**src/rtl/gfl_pkg.sv**
```systemverilog
// gfl_pkg: shared types, constants and helpers of the grid force lookup-add core.
// Depends on nothing; every rtl file imports it.
package gfl_pkg;

  localparam int unsigned DataW      = 32;     // Q16.16 word
  localparam int unsigned IdxOutW    = 15;     // linear cell index field
  localparam int unsigned StoreDepth = 32768;  // hard cap on table entries
  localparam int unsigned RegIdxW    = 3;

  typedef logic signed [DataW-1:0] q16_t;

  typedef enum logic [RegIdxW-1:0] {
    REG_ORIGIN_X    = 3'd0,
    REG_ORIGIN_Y    = 3'd1,
    REG_ORIGIN_Z    = 3'd2,
    REG_CPL_X       = 3'd3,
    REG_CPL_Y       = 3'd4,
    REG_CPL_Z       = 3'd5,
    REG_FORCE_SCALE = 3'd6
  } reg_idx_e;

  typedef enum logic {
    OP_LOAD  = 1'b0,
    OP_APPLY = 1'b1
  } op_e;

  typedef enum logic [1:0] {
    ST_APPLIED  = 2'd0,
    ST_BELOW    = 2'd1,
    ST_ABOVE    = 2'd2,
    ST_NO_GROUP = 2'd3
  } status_e;

  typedef struct packed {
    op_e                operation;
    q16_t               pos_x;
    q16_t               pos_y;
    q16_t               pos_z;
    q16_t               force_x;
    q16_t               force_y;
    q16_t               force_z;
    logic               in_group;
    logic [IdxOutW-1:0] entry_index;
    q16_t               entry_fx;
    q16_t               entry_fy;
    q16_t               entry_fz;
  } in_beat_t;

  typedef struct packed {
    q16_t               new_force_x;
    q16_t               new_force_y;
    q16_t               new_force_z;
    logic [IdxOutW-1:0] cell_index;
    status_e            status;
  } out_beat_t;

  typedef struct packed {
    q16_t x;
    q16_t y;
    q16_t z;
  } vec_t;

  // Per-axis cell: sign and magnitude of the truncated scaled offset
  typedef struct packed {
    logic             neg;
    logic [DataW-1:0] mag;
  } cell_t;

  // Lookup verdict: status plus the linear cell (zero unless applied)
  typedef struct packed {
    status_e            status;
    logic [IdxOutW-1:0] slot;
  } lookup_t;

  function automatic int unsigned table_cells(input int unsigned gx, input int unsigned gy,
                                              input int unsigned gz);
    int unsigned all_cells;
    all_cells = gx * gy * gz;
    return (all_cells > StoreDepth) ? StoreDepth : all_cells;
  endfunction

endpackage

```
**src/rtl/gfl_axis.sv**
```systemverilog
// gfl_axis: two-stage cell computation for one axis (offset, then scale by cells per length).
// Depends on gfl_pkg.
module gfl_axis (
  input  logic                     clk_i,
  input  logic                     en_i,
  input  gfl_pkg::q16_t            pos_i,
  input  gfl_pkg::q16_t            origin_i,
  input  logic [gfl_pkg::DataW-1:0] cpl_i,
  output gfl_pkg::cell_t           cell_o
);
  import gfl_pkg::*;

  logic signed [DataW:0]  diff;
  logic signed [DataW:0]  diff_abs;
  logic [DataW-1:0]       mag_d;
  logic [DataW-1:0]       mag_q;
  logic                   neg_q;
  logic [2*DataW-1:0]     prod;
  cell_t                  cell_q;

  // Offset is exact in 33 bits; its magnitude always fits in 32
  always_comb begin
    diff     = (DataW+1)'(pos_i) - (DataW+1)'(origin_i);
    diff_abs = diff[DataW] ? -diff : diff;
    mag_d    = diff_abs[DataW-1:0];
    prod     = (2*DataW)'(mag_q) * (2*DataW)'(cpl_i);
  end

  always_ff @(posedge clk_i) begin
    if (en_i) begin
      neg_q      <= diff[DataW];
      mag_q      <= mag_d;
      cell_q.neg <= neg_q;
      cell_q.mag <= prod[2*DataW-1:DataW];
    end
  end

  assign cell_o = cell_q;

endmodule

```
**config.mk**
```make
export PLATFORM = sky130hd
export DESIGN_NAME = gfl_axis
export DESIGN_NICKNAME = d
export VERILOG_FILES = /design/src/rtl/gfl_pkg.sv /design/src/rtl/gfl_axis.sv
export SDC_FILE = /design/constraint.sdc
export NUM_CORES = 2
export LEC_CHECK = 0
export BUFFER_PORTS_ARGS = -buffer_cell sky130_fd_sc_hd__buf_4
export CORE_ASPECT_RATIO = 1.5
export CORE_MARGIN = 1
export CORE_UTILIZATION = 60
export CTS_BUF_LIST = sky130_fd_sc_hd__clkbuf_8
export DETAILED_ROUTE_END_ITERATION = 6
export GPL_ROUTABILITY_DRIVEN = 0
export GPL_TIMING_DRIVEN = 1
export PLACE_DENSITY = 0.89
export SETUP_SLACK_MARGIN = 0.4
export SLEW_MARGIN = 20
export SYNTH_ARGS = -nofsm -noshare
export SYNTH_HDL_FRONTEND = slang
export SYNTH_SLANG_ARGS = --single-unit
```
**constraint.sdc**
```tcl
create_clock -name clk_i -period 15.65 [get_ports clk_i]
set_input_delay 3.13 -clock clk_i [delete_from_list [all_inputs] [get_ports clk_i]]
set_output_delay 3.13 -clock clk_i [all_outputs]
set_load 0.1 [all_outputs]
```
==> metrics <==
Num CTS Buffers=9; initial drt markers=2643; per-cell routed wire length=22.3 um; number of clock sinks=66; CTS tree=built; CP startpoint kind=input pin; R2R setup slack=6.75 ns; antenna violations before repair=6; Worst Tran Pin Value=0.896 ns; H-tree depth=3; vias in the first global route=33200; router iterations before antenna repair=7; cell taking the most area after synthesis=fa_1; Hold Vio Cnt, Final=0; critical path class=in2reg; largest net degree at the start of global routing=67; Vias=29300; RSZ-0062 raised after global routing=no; commonest non-fill, non-tap cell in the layout=inv_1; Buffers on Ports=130; first-pass GRT wire length=172000 um; clock-pin slew on the worst setup and hold paths=0.08 ns; Mapped Cells=4096; Die Y=309 um; Post-synth EDFFs=66; Total GRT Usage=36.4%; syn_area_per_cell=9.18 sq um; worst path required time=15.83 ns; Synth Area in Compound Gates=5.55%; fraction of the mapped netlist area in simple logic gates=17.9%; Async SR Flop Fraction=0%; pre-CTS setup slack=4.73 ns; max-slew violation count=0; setup violators final=0; Initial Utilization=60.5%; adder-cell share of the synthesized area=57.5%; HPWL Detailed=80400 um; FMAX=0.0919 GHz; postcts setup bufs=0; Hold Buf Count CTS=0; post-cts repair resize count=0; Total Nets Final=5338; met2 Resource Use GR=59.0%; period utilization=69.5%; main combinational cell family by area after synthesis=adder cells; Multi-input gate area=31200 sq um; vias per inst=6.04; element type at the critical path end=register; multiplexer area fraction after synthesis=0.0266%; post-route ant nets=0; hold slack=0.432 ns; Max FO, Critical Path=32; clk_skew=0.0131 ns; clock buffer depth=2; busiest grt layer=met2; IO Count=131; Synth Area in XOR/XNOR=2.09%; layout cells sized above 1=5.08%; Max-cap violations=0; met3 Use GR=12.9%; syn nets=5383; Std-Cell Rows=112; status=complete, but fails checks; Area Growth Syn to Fin=4.27%; register cell area after layout=1980 sq um; Mapped Area=37600 sq um; # fillers=4692; GRT Residual Overflow=0; Seq cells post-synth=66; Yosys top cell area share=47.7%; DRC=33; grt met1 use=36.6%; Slew HR=40.3%; main area contributors after synthesis=fa_1, and2_1, ha_1; number of library cell types mapped by synthesis=77; core area=62100 sq um; most frequent cells in the layout=inv_1, fa_1, and2_1, nand2_1, ha_1; YS warnings=0; crit path DAT=11.05 ns; die area=63700 sq um; post-route setup slack=4.77 ns; failing checks=DRC; Routed WL=108000 um; Root Buffer=clkbuf_8; setup total negative slack=0 ns; minimum clock period=10.88 ns; worst min path class=reg2reg; Worst-Skew Late Latency=0.42 ns; Main synth FF type=edfxtp_1; sequential element share of the synthesized area=5.27%; Die Wd=206 um
## metrics by stage
step	std cells	utilization, %	area, sq um
2_1_floorplan	4096	-	37600
3_3_place_gp	4838	62.8	39000
3_5_place_dp	4838	62.8	39000
4_1_cts	4853	63.1	39200
5_1_grt	4855	63.1	39200
6_report	4857	63.1	39200
## synth_stat cells (all sizes together), types with 5 or more instances
cell type    n
a211o        5
a211oi       8
a21o        52
a21oi      102
a221oi       7
a31oi       16
and2       639
and3        13
and4         9
buf         10
clkbuf     209
edfxtp      66
fa         896
ha         293
inv        945
nand2      460
nand3       18
nand4       29
nor2        56
nor2b       13
nor3        15
nor4         6
o211ai       6
o21a        10
o21ai       50
o21bai      11
o31ai        7
or2          5
xnor2       62
xor2        27
## sequential cells by signal, summed over array words and instances, names as in the netlist
signal  flops
cell_o     33
mag_q      32
neg_q       1
## worst paths after layout
check                                  end  startpoint  cells past startpoint
worst max-delay path            cell_o[30]    cpl_i[8]                     24
worst min-delay path            cell_o[32]       neg_q                      0
worst max register to register  cell_o[30]   mag_q[27]                     25
worst min register to register  cell_o[32]       neg_q                      0
## worst max-delay path, stage by stage
cell and delay [ns]:
buf_4 0.42, nand2_1 0.16, fa_1 0.56, fa_1 0.59, fa_1 0.54, fa_1 0.51, inv_1 0.05, fa_1 0.55
fa_1 0.42, fa_1 0.59, inv_1 0.08, fa_1 0.48, inv_1 0.04, ha_1 0.45, a21oi_1 0.55, o21ai_0 0.21
a21o_1 0.22, a21o_1 0.17, a21o_1 0.19, a211oi_1 0.36, a2111oi_1 0.21, o311a_1 0.36, nor2_1 0.12, xnor2_1 0.07
## routing by layer
layer	vias up	wire, um
li1	12000	-
met1	14500	31200
met2	1934	52600
met3	854	12500
met4	6	11700
met5	-	71
## layout make-up
cell class | count | area share, %
inverters | 945 | 9.05
diodes | 4 | 0.0255
clock inverters | 6 | 0.214
clock buffers | 9 | 0.316
multi-input cells | 2866 | 79.7
repair buffers | 163 | 3.12
flip-flops and latches | 66 | 5.06
well taps | 798 | 2.55
## kinds of logic after synthesis
kind of cell,count (synthesis)
and+or+nand+nor,1275
adders and majority gates,1189
buffers and inverters,1164
AOI/OAI and AO/OA,312
xor gates and xnor gates,89
DFF,66
muxes,1
Power is left out: the tool's default activity adds up to more than one toggle a clock period on the data nets, which glitch-free logic cannot reach.
