--- config.mk ---
export PLATFORM = sky130hd
export DESIGN_NAME = gfl_scale_add
export DESIGN_NICKNAME = d
export VERILOG_FILES = /design/src/rtl/gfl_pkg.sv /design/src/rtl/gfl_scale_add.sv
export SDC_FILE = /design/constraint.sdc
export NUM_CORES = 2
export LEC_CHECK = 0
export BUFFER_PORTS_ARGS = -buffer_cell sky130_fd_sc_hd__buf_2
export CORE_ASPECT_RATIO = 1.75
export CORE_MARGIN = 8
export CORE_UTILIZATION = 24
export DETAILED_ROUTE_END_ITERATION = 8
export GPL_ROUTABILITY_DRIVEN = 0
export SETUP_SLACK_MARGIN = 0.15
export SLEW_MARGIN = 5
export SYNTH_ARGS = -nofsm -noshare
export SYNTH_HDL_FRONTEND = slang
export SYNTH_SLANG_ARGS = --single-unit
--- constraint.sdc ---
create_clock -name clk_i -period 21.4 [get_ports clk_i]
set_input_delay 4.28 -clock clk_i [delete_from_list [all_inputs] [get_ports clk_i]]
set_output_delay 4.28 -clock clk_i [all_outputs]
set_load 0.05 [all_outputs]
--- src/rtl/gfl_pkg.sv ---
// gfl_pkg: shared types, constants and helpers of the grid force lookup-add core.
// Depends on nothing; every rtl file imports it.
package gfl_pkg;

  localparam int unsigned DataW      = 32;     // Q16.16 word
  localparam int unsigned IdxOutW    = 15;     // linear cell index field
  localparam int unsigned StoreDepth = 32768;  // hard cap on table entries
  localparam int unsigned RegIdxW    = 3;

  typedef logic signed [DataW-1:0] q16_t;

  typedef enum logic [RegIdxW-1:0] {
    REG_ORIGIN_X    = 3'd0,
    REG_ORIGIN_Y    = 3'd1,
    REG_ORIGIN_Z    = 3'd2,
    REG_CPL_X       = 3'd3,
    REG_CPL_Y       = 3'd4,
    REG_CPL_Z       = 3'd5,
    REG_FORCE_SCALE = 3'd6
  } reg_idx_e;

  typedef enum logic {
    OP_LOAD  = 1'b0,
    OP_APPLY = 1'b1
  } op_e;

  typedef enum logic [1:0] {
    ST_APPLIED  = 2'd0,
    ST_BELOW    = 2'd1,
    ST_ABOVE    = 2'd2,
    ST_NO_GROUP = 2'd3
  } status_e;

  typedef struct packed {
    op_e                operation;
    q16_t               pos_x;
    q16_t               pos_y;
    q16_t               pos_z;
    q16_t               force_x;
    q16_t               force_y;
    q16_t               force_z;
    logic               in_group;
    logic [IdxOutW-1:0] entry_index;
    q16_t               entry_fx;
    q16_t               entry_fy;
    q16_t               entry_fz;
  } in_beat_t;

  typedef struct packed {
    q16_t               new_force_x;
    q16_t               new_force_y;
    q16_t               new_force_z;
    logic [IdxOutW-1:0] cell_index;
    status_e            status;
  } out_beat_t;

  typedef struct packed {
    q16_t x;
    q16_t y;
    q16_t z;
  } vec_t;

  // Per-axis cell: sign and magnitude of the truncated scaled offset
  typedef struct packed {
    logic             neg;
    logic [DataW-1:0] mag;
  } cell_t;

  // Lookup verdict: status plus the linear cell (zero unless applied)
  typedef struct packed {
    status_e            status;
    logic [IdxOutW-1:0] slot;
  } lookup_t;

  function automatic int unsigned table_cells(input int unsigned gx, input int unsigned gy,
                                              input int unsigned gz);
    int unsigned all_cells;
    all_cells = gx * gy * gz;
    return (all_cells > StoreDepth) ? StoreDepth : all_cells;
  endfunction

endpackage

--- src/rtl/gfl_scale_add.sv ---
// gfl_scale_add: three-stage scaled add for one axis (multiply, round, saturating add).
// Depends on gfl_pkg.
module gfl_scale_add (
  input  logic          clk_i,
  input  logic          en_i,
  input  gfl_pkg::q16_t scale_i,
  input  gfl_pkg::q16_t entry_i,
  input  gfl_pkg::q16_t force_i,
  input  logic          use_i,
  output gfl_pkg::q16_t sum_o
);
  import gfl_pkg::*;

  localparam int unsigned ProdW = 2 * DataW;
  localparam int unsigned FracW = DataW / 2;
  localparam int unsigned RndW  = ProdW - FracW;
  localparam int unsigned AccW  = RndW + 1;

  logic signed [ProdW-1:0] p_q;
  logic signed [ProdW-1:0] rnd;
  logic signed [RndW-1:0]  r_q;
  logic signed [AccW-1:0]  acc;
  q16_t                    sat;
  q16_t                    sum_q;

  always_comb begin
    // Round to nearest, ties toward plus infinity
    rnd = p_q + $signed(ProdW'(1) << (FracW - 1));
    acc = AccW'(force_i) + AccW'(r_q);
    // Clamp when the bits above the sign of a Q16.16 word disagree
    if (!acc[AccW-1] && (|acc[AccW-2:DataW-1])) begin
      sat = {1'b0, {(DataW-1){1'b1}}};
    end else if (acc[AccW-1] && !(&acc[AccW-2:DataW-1])) begin
      sat = {1'b1, {(DataW-1){1'b0}}};
    end else begin
      sat = acc[DataW-1:0];
    end
  end

  always_ff @(posedge clk_i) begin
    if (en_i) begin
      p_q   <= ProdW'(scale_i) * ProdW'(entry_i);
      r_q   <= rnd[ProdW-1:FracW];
      sum_q <= use_i ? sat : force_i;
    end
  end

  assign sum_o = sum_q;

endmodule

==> flow_metrics.py <==
metrics = {
    "floorplan": {
        "num_rows": 207,
        "core_area_um2": 181600,
        "dieArea_um2": 197200,
        "die_h_um": 581.6,
        "start_util_pct": 24.16,
        "die_w_um": 339.2,
        "io_pins": 131,
    },
    "cts": {
        "numCtsBuffers": 17,
        "clock_path_buffers": 2,
        "cts_setup_buffers": 0,
        "cts_resized": 0,
        "worst_skew_pair.late_latency_ns": 0.43,
        "clock-sinks": 129,
        "clk_pin_slew_ns": 0.07,
        "cts_hold_buf": 0,
        "tritoncts": "built",
        "htree_levels": 4,
        "cts_root_buf": "clkbuf_16",
    },
    "global_routing": {
        "grt_max_degree": 75,
        "use_met1_pct": 12.36,
        "track_usage_pct": 14.14,
        "grt_most_used_layer": "met2",
        "grt_first_pass_wirelength_um": 213800,
        "globalRouteMet3Util_pct": 1.695,
        "grt_util_met2_pct": 27.63,
        "antenna_found_initial": 19,
        "grt_pass1_vias": 36850,
        "overflow": 0,
    },
    "drt": {
        "dr_total_vias": 31760,
        "drc": 0,
        "drtIter0Drc": 1613,
        "ant_nets": 0,
        "routed_wl_um": 138200,
        "detail_route.first_pass.iterations": 5,
        "drt-vias-per-instance": 4.565,
        "routedWlPerCell_um": 19.86,
    },
    "timing": {
        "slew_violations": 0,
        "slew_headroom_pct": 18.74,
        "tightest_slew_ns": 1.209,
        "fmax_ghz": 0.07935,
        "rsz0062_at_grt": "no",
        "setup_viol": 0,
        "fin_crit_ns": 12.60,
        "hold_violations": 0,
        "tns_ns": 0,
        "fin_crit_sh_pct": 58.89,
        "fin_skew_ns": 0.01197,
    },
    "yosys": {
        "synth_edf_count": 129,
        "synth_area_um2": 43870,
        "seq_area_frac_synth_pct": 8.831,
        "synthSimpleGateAreaFrac_pct": 15.76,
        "synth_cells": 4590,
        "yosys_warnings": 0,
        "yosysUniqueCellTypes": 74,
        "synthesis.nets": 6000,
        "synth_mux_area_share_pct": 0.09413,
        "async_flop_share_pct": 0,
        "synthAdderAreaFrac_pct": 55.91,
        "synthFlopType": "edfxtp_1",
        "synth_top_family_by_area": "adder cells",
        "ys_ff_latch": 129,
        "syn_area_per_cell_um2": 9.557,
        "synth_compound_area_share_pct": 5.753,
        "synth_xor_area_share_pct": 2.875,
    },
    "finish": {
        "nets": 5940,
        "finish.instance_area_um2": 47430,
        "synthToLayoutAreaGrowth_pct": 8.123,
        "final_cells": 6957,
        "final_util_pct": 26.12,
        "drive_gt1_share_pct": 4.799,
    },
    "critical_path": {
        "cp_data_arrival_time_ns": 12.78,
        "worstPathMaxFanout": 32,
        "critPathRequiredTime_ns": 21.57,
        "r2r_setup_slack_ns": 16.02,
        "r2r_cells": 14,
        "worst-setup-path-type": "primary input to flip-flop",
        "cp-end-kind": "flip-flop",
        "critPathLaunchType": "primary input",
    },
    "placement": {
        "hpwl_um": 112600,
        "dpl.cell_count": 6914,
        "dpl_cell_area_um2": 46790,
        "port-buffer-count": 130,
    },
    "hold_path": {
        "whs_path_depth": 1,
        "hold_path.class": "flip-flop to flip-flop",
    },
    "status": {
        "outcome": "finished, final reports clean",
    },
    "job": {
        "cap_violations": 0,
    },
}
layer usage:
metal / vias to the layer above / wire [um]
met2: 1002 / 76460
met5: - / 78
li1: 13560 / -
met1: 16680 / 40280
met4: 12 / 15750
met3: 506 / 5606
critical path, cell delays in order:
cell and delay [ns]:
buf_2 0.63, nand2_1 0.18, fa_1 0.60, fa_1 0.43
fa_1 0.47, fa_1 0.57, inv_1 0.06, fa_1 0.50
inv_1 0.05, fa_1 0.55, inv_1 0.06, fa_1 0.50
fa_1 0.42, ha_1 0.38, nand4_1 0.11, o31ai_1 1.01
a31oi_1 0.33, o21ai_1 0.44, a21oi_1 0.24, o221ai_1 0.31
nor2_1 0.12, o41ai_1 0.41, xor2_1 0.11
per-stage QoR:
step	hold slack (ns)	setup WS [ns]
final	0.5879	8.797
after CTS	0.5953	8.822
after floorplan	0.5269	9.808
after global placement	0.5891	8.291
after global routing	0.6079	8.344
after detailed placement	0.5806	8.373
state kept, by name, indices dropped and copies added (netlist names):
signal	cells
r_q	48
p_q	49
sum_o	32
kinds of logic after synthesis:
logic type / Yosys count
xor+xnor: 144
compound gates: 387
simple gates: 1369
buf+inv: 1246
fa+ha+maj: 1311
mux: 4
flops: 129
Yosys cell counts (all sizes together), types with 14 or more instances:
master  count  area, um^2
and3       25       161.4
xnor2      90       788.3
clkbuf    211       792.0
ha        229        2865
inv      1013        3802
fa       1082       21660
edfxtp    129        3874
o22ai      31       256.5
o21bai     14       108.9
o21a       14       105.1
and2      533        3337
nand2     555        2083
nor3       16       85.08
a31oi      17       106.4
o21ai      84       424.2
nor2      114       427.9
xor2       54       473.0
a21o       56       420.4
nand4      31       193.9
buf        22       130.1
nand2b     22       137.6
nand3      31       167.7
a21oi     104       535.5
path summary, 6_finish.rpt:
check                                  from   endpoint
worst min-delay path                p_q[61]    r_q[45]
worst min register to register      p_q[61]    r_q[45]
worst max-delay path            scale_i[16]    p_q[62]
worst max register to register       r_q[0]  sum_o[17]
final cells by class:
cell class | count | area (um^2)
Fill cell | 19250 | 134100
Clock buffer | 19 | 432.9
Timing Repair Buffer | 154 | 833.3
Multi-Input combinational cell | 3215 | 35280
Tap cell | 2403 | 3007
Inverter | 1013 | 3802
Antenna cell | 11 | 27.53
Sequential cell | 129 | 3874
Clock inverter | 13 | 177.7
cells in the final DEF (no fill, tap or decap), types with 4 or more instances in the layout:
cell	netlist	final
nand2_1	555	555
nor4_1	6	6
o211ai_1	8	8
o21a_1	14	14
a21o_1	56	56
ha_1	229	229
a21oi_2	4	5
buf_2	17	129
diode_2	0	11
xor2_1	54	54
nand3_1	30	30
o21ai_1	18	17
o22ai_1	21	21
and4_1	10	10
buf_4	1	25
or2_2	4	4
edfxtp_1	129	129
a31oi_1	17	17
and2_1	531	531
a21oi_1	100	99
nand4_1	31	31
fa_1	1082	1082
inv_1	1013	1013
nor2b_1	11	11
nand2b_1	22	22
o221ai_1	8	8
o21ai_0	65	65
xnor2_1	90	90
o22ai_2	10	10
nor2_1	114	114
o21bai_1	13	13
and3_1	24	24
a211oi_1	13	13
nor3_1	15	15
clkbuf_16	0	17
o31ai_1	6	6
Power is not shown: default switching activity piles up to over one toggle a cycle in this logic, so the estimate is an artifact.
