==> src/rtl/gfl_pkg.sv <==
// gfl_pkg: shared types, constants and helpers of the grid force lookup-add core.
// Depends on nothing; every rtl file imports it.
package gfl_pkg;

  localparam int unsigned DataW      = 32;     // Q16.16 word
  localparam int unsigned IdxOutW    = 15;     // linear cell index field
  localparam int unsigned StoreDepth = 32768;  // hard cap on table entries
  localparam int unsigned RegIdxW    = 3;

  typedef logic signed [DataW-1:0] q16_t;

  typedef enum logic [RegIdxW-1:0] {
    REG_ORIGIN_X    = 3'd0,
    REG_ORIGIN_Y    = 3'd1,
    REG_ORIGIN_Z    = 3'd2,
    REG_CPL_X       = 3'd3,
    REG_CPL_Y       = 3'd4,
    REG_CPL_Z       = 3'd5,
    REG_FORCE_SCALE = 3'd6
  } reg_idx_e;

  typedef enum logic {
    OP_LOAD  = 1'b0,
    OP_APPLY = 1'b1
  } op_e;

  typedef enum logic [1:0] {
    ST_APPLIED  = 2'd0,
    ST_BELOW    = 2'd1,
    ST_ABOVE    = 2'd2,
    ST_NO_GROUP = 2'd3
  } status_e;

  typedef struct packed {
    op_e                operation;
    q16_t               pos_x;
    q16_t               pos_y;
    q16_t               pos_z;
    q16_t               force_x;
    q16_t               force_y;
    q16_t               force_z;
    logic               in_group;
    logic [IdxOutW-1:0] entry_index;
    q16_t               entry_fx;
    q16_t               entry_fy;
    q16_t               entry_fz;
  } in_beat_t;

  typedef struct packed {
    q16_t               new_force_x;
    q16_t               new_force_y;
    q16_t               new_force_z;
    logic [IdxOutW-1:0] cell_index;
    status_e            status;
  } out_beat_t;

  typedef struct packed {
    q16_t x;
    q16_t y;
    q16_t z;
  } vec_t;

  // Per-axis cell: sign and magnitude of the truncated scaled offset
  typedef struct packed {
    logic             neg;
    logic [DataW-1:0] mag;
  } cell_t;

  // Lookup verdict: status plus the linear cell (zero unless applied)
  typedef struct packed {
    status_e            status;
    logic [IdxOutW-1:0] slot;
  } lookup_t;

  function automatic int unsigned table_cells(input int unsigned gx, input int unsigned gy,
                                              input int unsigned gz);
    int unsigned all_cells;
    all_cells = gx * gy * gz;
    return (all_cells > StoreDepth) ? StoreDepth : all_cells;
  endfunction

endpackage

==> src/rtl/gfl_index.sv <==
// gfl_index: two-stage linear index build (scale by row and plane size, then sum and classify).
// Depends on gfl_pkg.
module gfl_index #(
  parameter int unsigned GRID_X = 32,
  parameter int unsigned GRID_Y = 32,
  parameter int unsigned GRID_Z = 32
) (
  input  logic             clk_i,
  input  logic             en_i,
  input  gfl_pkg::cell_t   cell_x_i,
  input  gfl_pkg::cell_t   cell_y_i,
  input  gfl_pkg::cell_t   cell_z_i,
  input  logic             grp_i,
  output gfl_pkg::lookup_t lookup_o
);
  import gfl_pkg::*;

  localparam int unsigned PlaneCells = GRID_X * GRID_Y;
  localparam int unsigned TableSize  = table_cells(GRID_X, GRID_Y, GRID_Z);
  localparam int unsigned PlaneW     = $clog2(PlaneCells + 1);
  localparam int unsigned RowW       = $clog2(GRID_X + 1);
  localparam int unsigned ZW         = DataW + PlaneW;
  localparam int unsigned YW         = DataW + RowW;
  localparam int unsigned SumW       = ZW + 2;

  logic [ZW-1:0]          pz_q;
  logic [YW-1:0]          py_q;
  logic [DataW-1:0]       px_q;
  logic                   nz_q;
  logic                   ny_q;
  logic                   nx_q;
  logic signed [SumW-1:0] tz;
  logic signed [SumW-1:0] ty;
  logic signed [SumW-1:0] tx;
  logic signed [SumW-1:0] sum;
  lookup_t                lookup_d;
  lookup_t                lookup_q;

  // Stage 3: scale z by the plane size and y by the row size
  always_ff @(posedge clk_i) begin
    if (en_i) begin
      pz_q <= ZW'(cell_z_i.mag) * ZW'(PlaneCells);
      py_q <= YW'(cell_y_i.mag) * YW'(GRID_X);
      px_q <= cell_x_i.mag;
      nz_q <= cell_z_i.neg;
      ny_q <= cell_y_i.neg;
      nx_q <= cell_x_i.neg;
    end
  end

  // Stage 4: apply signs, sum, and range check
  always_comb begin
    tz  = $signed(SumW'(pz_q));
    ty  = $signed(SumW'(py_q));
    tx  = $signed(SumW'(px_q));
    if (nz_q) tz = -tz;
    if (ny_q) ty = -ty;
    if (nx_q) tx = -tx;
    sum = tz + ty + tx;

    lookup_d.slot = '0;
    priority if (!grp_i) begin
      lookup_d.status = ST_NO_GROUP;
    end else if (sum[SumW-1]) begin
      lookup_d.status = ST_BELOW;
    end else if (sum >= $signed(SumW'(TableSize))) begin
      lookup_d.status = ST_ABOVE;
    end else begin
      lookup_d.status = ST_APPLIED;
      lookup_d.slot   = sum[IdxOutW-1:0];
    end
  end

  always_ff @(posedge clk_i) begin
    if (en_i) begin
      lookup_q <= lookup_d;
    end
  end

  assign lookup_o = lookup_q;

endmodule

==> config.mk <==
export PLATFORM = sky130hd
export DESIGN_NAME = gfl_index
export DESIGN_NICKNAME = d
export VERILOG_FILES = /design/src/rtl/gfl_pkg.sv /design/src/rtl/gfl_index.sv
export SDC_FILE = /design/constraint.sdc
export NUM_CORES = 1
export LEC_CHECK = 0
export CORE_MARGIN = 8
export CORE_UTILIZATION = 30
export DETAILED_ROUTE_END_ITERATION = 10
export DONT_BUFFER_PORTS = 1
export HOLD_SLACK_MARGIN = 0.15
export PLACE_DENSITY = 0.51
export REMOVE_ABC_BUFFERS = 1
export SLEW_MARGIN = 20
export SYNTH_ARGS = -nofsm -noshare
export SYNTH_HDL_FRONTEND = slang
export SYNTH_SLANG_ARGS = --single-unit
==> constraint.sdc <==
create_clock -name clk_i -period 8.9 [get_ports clk_i]
set_input_delay 1.335 -clock clk_i [delete_from_list [all_inputs] [get_ports clk_i]]
set_output_delay 1.335 -clock clk_i [all_outputs]
set_load 0.05 [all_outputs]
==> results.json <==
{
  "status": "complete, no violations",
  "root_buffer": "clkbuf_16",
  "clkPwrFrac_pct": 23.2,
  "netlist_area_um2": 9160,
  "top_usage_layer": "met2",
  "n_antenna_cell": 0,
  "r2r_slack_ps": 1170,
  "nNetsFinal": 1085,
  "rsz0062_at_grt": "false",
  "ios": 119,
  "drive_above_1_share_pct": 6.78,
  "crit_start": "px_q[2]",
  "dpl_worst_slack_ps": 1270,
  "period_needed_ps": 7730,
  "postLayoutCoreUtil_pct": 33.4,
  "overflow": 0,
  "cts.sinks": 116,
  "end_kind": "register",
  "yosysUniqueCellTypes": 67,
  "finalSetupViolations": 0,
  "fin_ws_ps": 1170,
  "cp_max_fo": 16,
  "antenna_left": 0,
  "dieWidth_um": 191,
  "power_density_nw_per_um2": 290,
  "initial_core_util_pct": 30.2,
  "ys.flop_type": "edfxtp_1",
  "max_freq_mhz": 129,
  "viasPerCell": 5.19,
  "drt-total-wl_mm": 25.5,
  "worstMarginPinSlew_ps": 891,
  "hpwl_mm": 20.4,
  "drv_cap": 0,
  "numPortBuffers": 0,
  "use_met2_pct": 22.4,
  "cp-start-kind": "register",
  "ys_async_sr_fraction_pct": 0,
  "first_pass_iters": 5,
  "reg2reg_depth": 23,
  "die_h_um": 191,
  "wl_per_cell_um": 19.5,
  "areaGrowthSynthToFinish_pct": 10.8,
  "gr-usage-all-layers_pct": 14.1,
  "worstHoldEndpoint": "lookup_o[0]",
  "power_switching_uw": 1300,
  "first_global_vias": 7102,
  "syn_avg_cell_area_um2": 10.1,
  "cts_buffers": 17,
  "grt_max_degree": 117,
  "cts-resized-gates": 0,
  "fin_crit_sh_pct": 86.9,
  "grtUsageMet3_pct": 2.74,
  "ys_seq_area_share_pct": 38.0,
  "ir_drop_uv": 116,
  "cp.arrival_ps": 8010,
  "tns_ps": 0,
  "slew_headroom_pct": 40.1,
  "vias": 6805,
  "r2r-start": "px_q[2]",
  "critical_path_class": "reg2reg",
  "grt_pass1_wl_mm": 40.0,
  "ctsHtreeMaxLevel": 4,
  "combPwrFrac_pct": 52.8,
  "cts_max_path_buffers": 2,
  "hold_viol": 0,
  "clkTransAtPathRegs_ps": 60,
  "switching_share_pct": 44.2,
  "clock_skew_ps": 9.44,
  "synth-edff-count": 116,
  "die_area_um2": 36400,
  "yosysWarnings": 0,
  "fp.coreArea_um2": 30300,
  "power.internal_uw": 1640,
  "gp_congestion": 0.897,
  "ys_ff_latch": 116,
  "r2r_end": "lookup_o[0]",
  "report.final.slew_viol_count": 0,
  "drc_errors": 0,
  "p_leak_uw": 0.00367,
  "p_seq_share_pct": 23.9,
  "postCtsHoldBufs": 0,
  "hold_path_depth": 1,
  "hold_path.class": "reg2reg",
  "drt_iter0_markers": 358,
  "num_rows": 64,
  "synthCells": 909,
  "cts_setup_buffers": 0,
  "use_met1_pct": 19.0,
  "cp.required_ps": 9180,
  "antenna_found_initial": 0,
  "holdWs_ps": 745,
  "cts_tree": "built",
  "hold_path.startpoint": "px_q[0]",
  "clk-insertion-delay-late_ps": 430
}
==> power by group through the flow <==
stage / registers, µW / clock network [µW] / logic, µW
final: 704 / 684 / 1560
after global routing: 710 / 724 / 1730
after CTS: 704 / 701 / 1550
after detailed placement: 715 / 0 / 1540
after global placement: 714 / 0 / 1570
after floorplan: 709 / 0 / 1120
==> cells by family (layout without fill, tap and decap cells) <==
| logic type | Yosys count | count (layout) | share of synthesized area (%) |
|---|---|---|---|
| xor+xnor | 117 | 117 | 11.5 |
| compound gates | 239 | 239 | 16.9 |
| fa+ha+maj | 81 | 81 | 13.9 |
| buf+inv | 88 | 93 | 3.74 |
| flops | 116 | 116 | 38.0 |
| mux | 4 | 4 | 0.437 |
| simple gates | 264 | 264 | 15.5 |
==> per-layer routing <==
layer | part of all wire (%) | wire, µm
met4 | 1.7 | 432
met2 | 46 | 11800
met5 | 0 | 0
met1 | 49 | 12500
met3 | 3.2 | 807
==> Yosys cell counts, drive strengths merged (4+ instances only) <==
| library cell | number | area (µm²) |
|---|---|---|
| nand2 | 74 | 278 |
| nor3 | 16 | 80.1 |
| mux2i | 4 | 40.0 |
| or2 | 7 | 43.8 |
| clkbuf | 30 | 113 |
| nand4 | 17 | 106 |
| o41ai | 17 | 149 |
| and3 | 18 | 118 |
| o31ai | 25 | 188 |
| o21bai | 8 | 60.1 |
| fa | 35 | 701 |
| xor2 | 43 | 384 |
| a21oi | 52 | 260 |
| a211oi | 5 | 37.5 |
| ha | 46 | 576 |
| xnor2 | 73 | 647 |
| nor4 | 13 | 81.3 |
| o21a | 8 | 67.6 |
| nand3 | 14 | 70.1 |
| o211ai | 4 | 30.0 |
| or3 | 21 | 138 |
| o22ai | 4 | 25.0 |
| nor2b | 4 | 25.0 |
| nand2b | 12 | 75.1 |
| a31oi | 6 | 37.5 |
| inv | 55 | 206 |
| edfxtp | 116 | 3480 |
| o21ai | 73 | 377 |
| a21o | 11 | 82.6 |
| a2111oi | 7 | 61.3 |
| nor2 | 37 | 139 |
| or4 | 14 | 118 |
==> area by class of cell <==
type | count | area (µm²)
well taps | 396 | 495
repair buffers | 6 | 45.0
fillers | 3058 | 20200
clock buffers | 20 | 437
multi-input cells | 705 | 5340
inverters | 56 | 215
clock inverters | 11 | 136
flip-flops and latches | 116 | 3480
==> critical path, stage by stage, from the launching register on <==
cell and delay (ps):
edfxtp_1 450, or4_1 630, or4_2 710, nor4_1 260, nand2_1 110, or2_2 340, or3_1 410, or3_1 480
o41ai_1 350, xor2_1 140, fa_1 490, inv_1 40, ha_1 480, inv_1 190, o31ai_1 370, a21oi_1 120
nand2_1 120, a211oi_1 60, or4_1 560, nor4_1 370, nand4_1 170, nor4_2 300, buf_4 220, and4b_1 210
==> cell usage in the layout, fill, tap and decap left out, types with 7 or more instances in the layout <==
master,n
o21ai_0,72
nand2_1,74
nor2_1,37
xnor2_1,72
nand3_1,14
nand2b_1,12
clkbuf_16,17
and3_1,14
o31ai_1,25
o21a_1,7
inv_1,55
edfxtp_1,116
a21oi_1,52
o41ai_1,17
ha_1,46
fa_1,35
nor3_1,16
nor4_1,12
or2_2,7
a2111oi_0,7
o21bai_1,8
a21o_1,11
or3_1,19
xor2_1,42
nand4_1,17
or4_1,10
==> state kept, by name, summed over array words and instances, names as in the netlist <==
name,count
nz_q,1
ny_q,1
nx_q,1
pz_q,32
px_q,32
py_q,32
lookup_o,17
==> worst max-delay path by stage <==
stage | to | slack (ps) | cells past startpoint
4_1_cts | lookup_o[0] | 1220 | 23
3_5_place_dp | lookup_o[0] | 1270 | 23
2_1_floorplan | lookup_o[4] | 1620 | 20
3_3_place_gp | lookup_o[0] | 1320 | 23
5_1_grt | lookup_o[13] | 690 | 23
6_report | lookup_o[0] | 1170 | 23
==> through the flow <==
step / std cells / power (µW) / cell area, µm²
finish: 1310 / 2940 / 10100
global placement: 1279 / 2290 / 9580
detailed placement: 1279 / 2260 / 9580
CTS: 1310 / 2960 / 10100
floorplan: 877 / 1830 / 9030
global route: 1310 / 3170 / 10100
(Power assumes the default switching activity.)
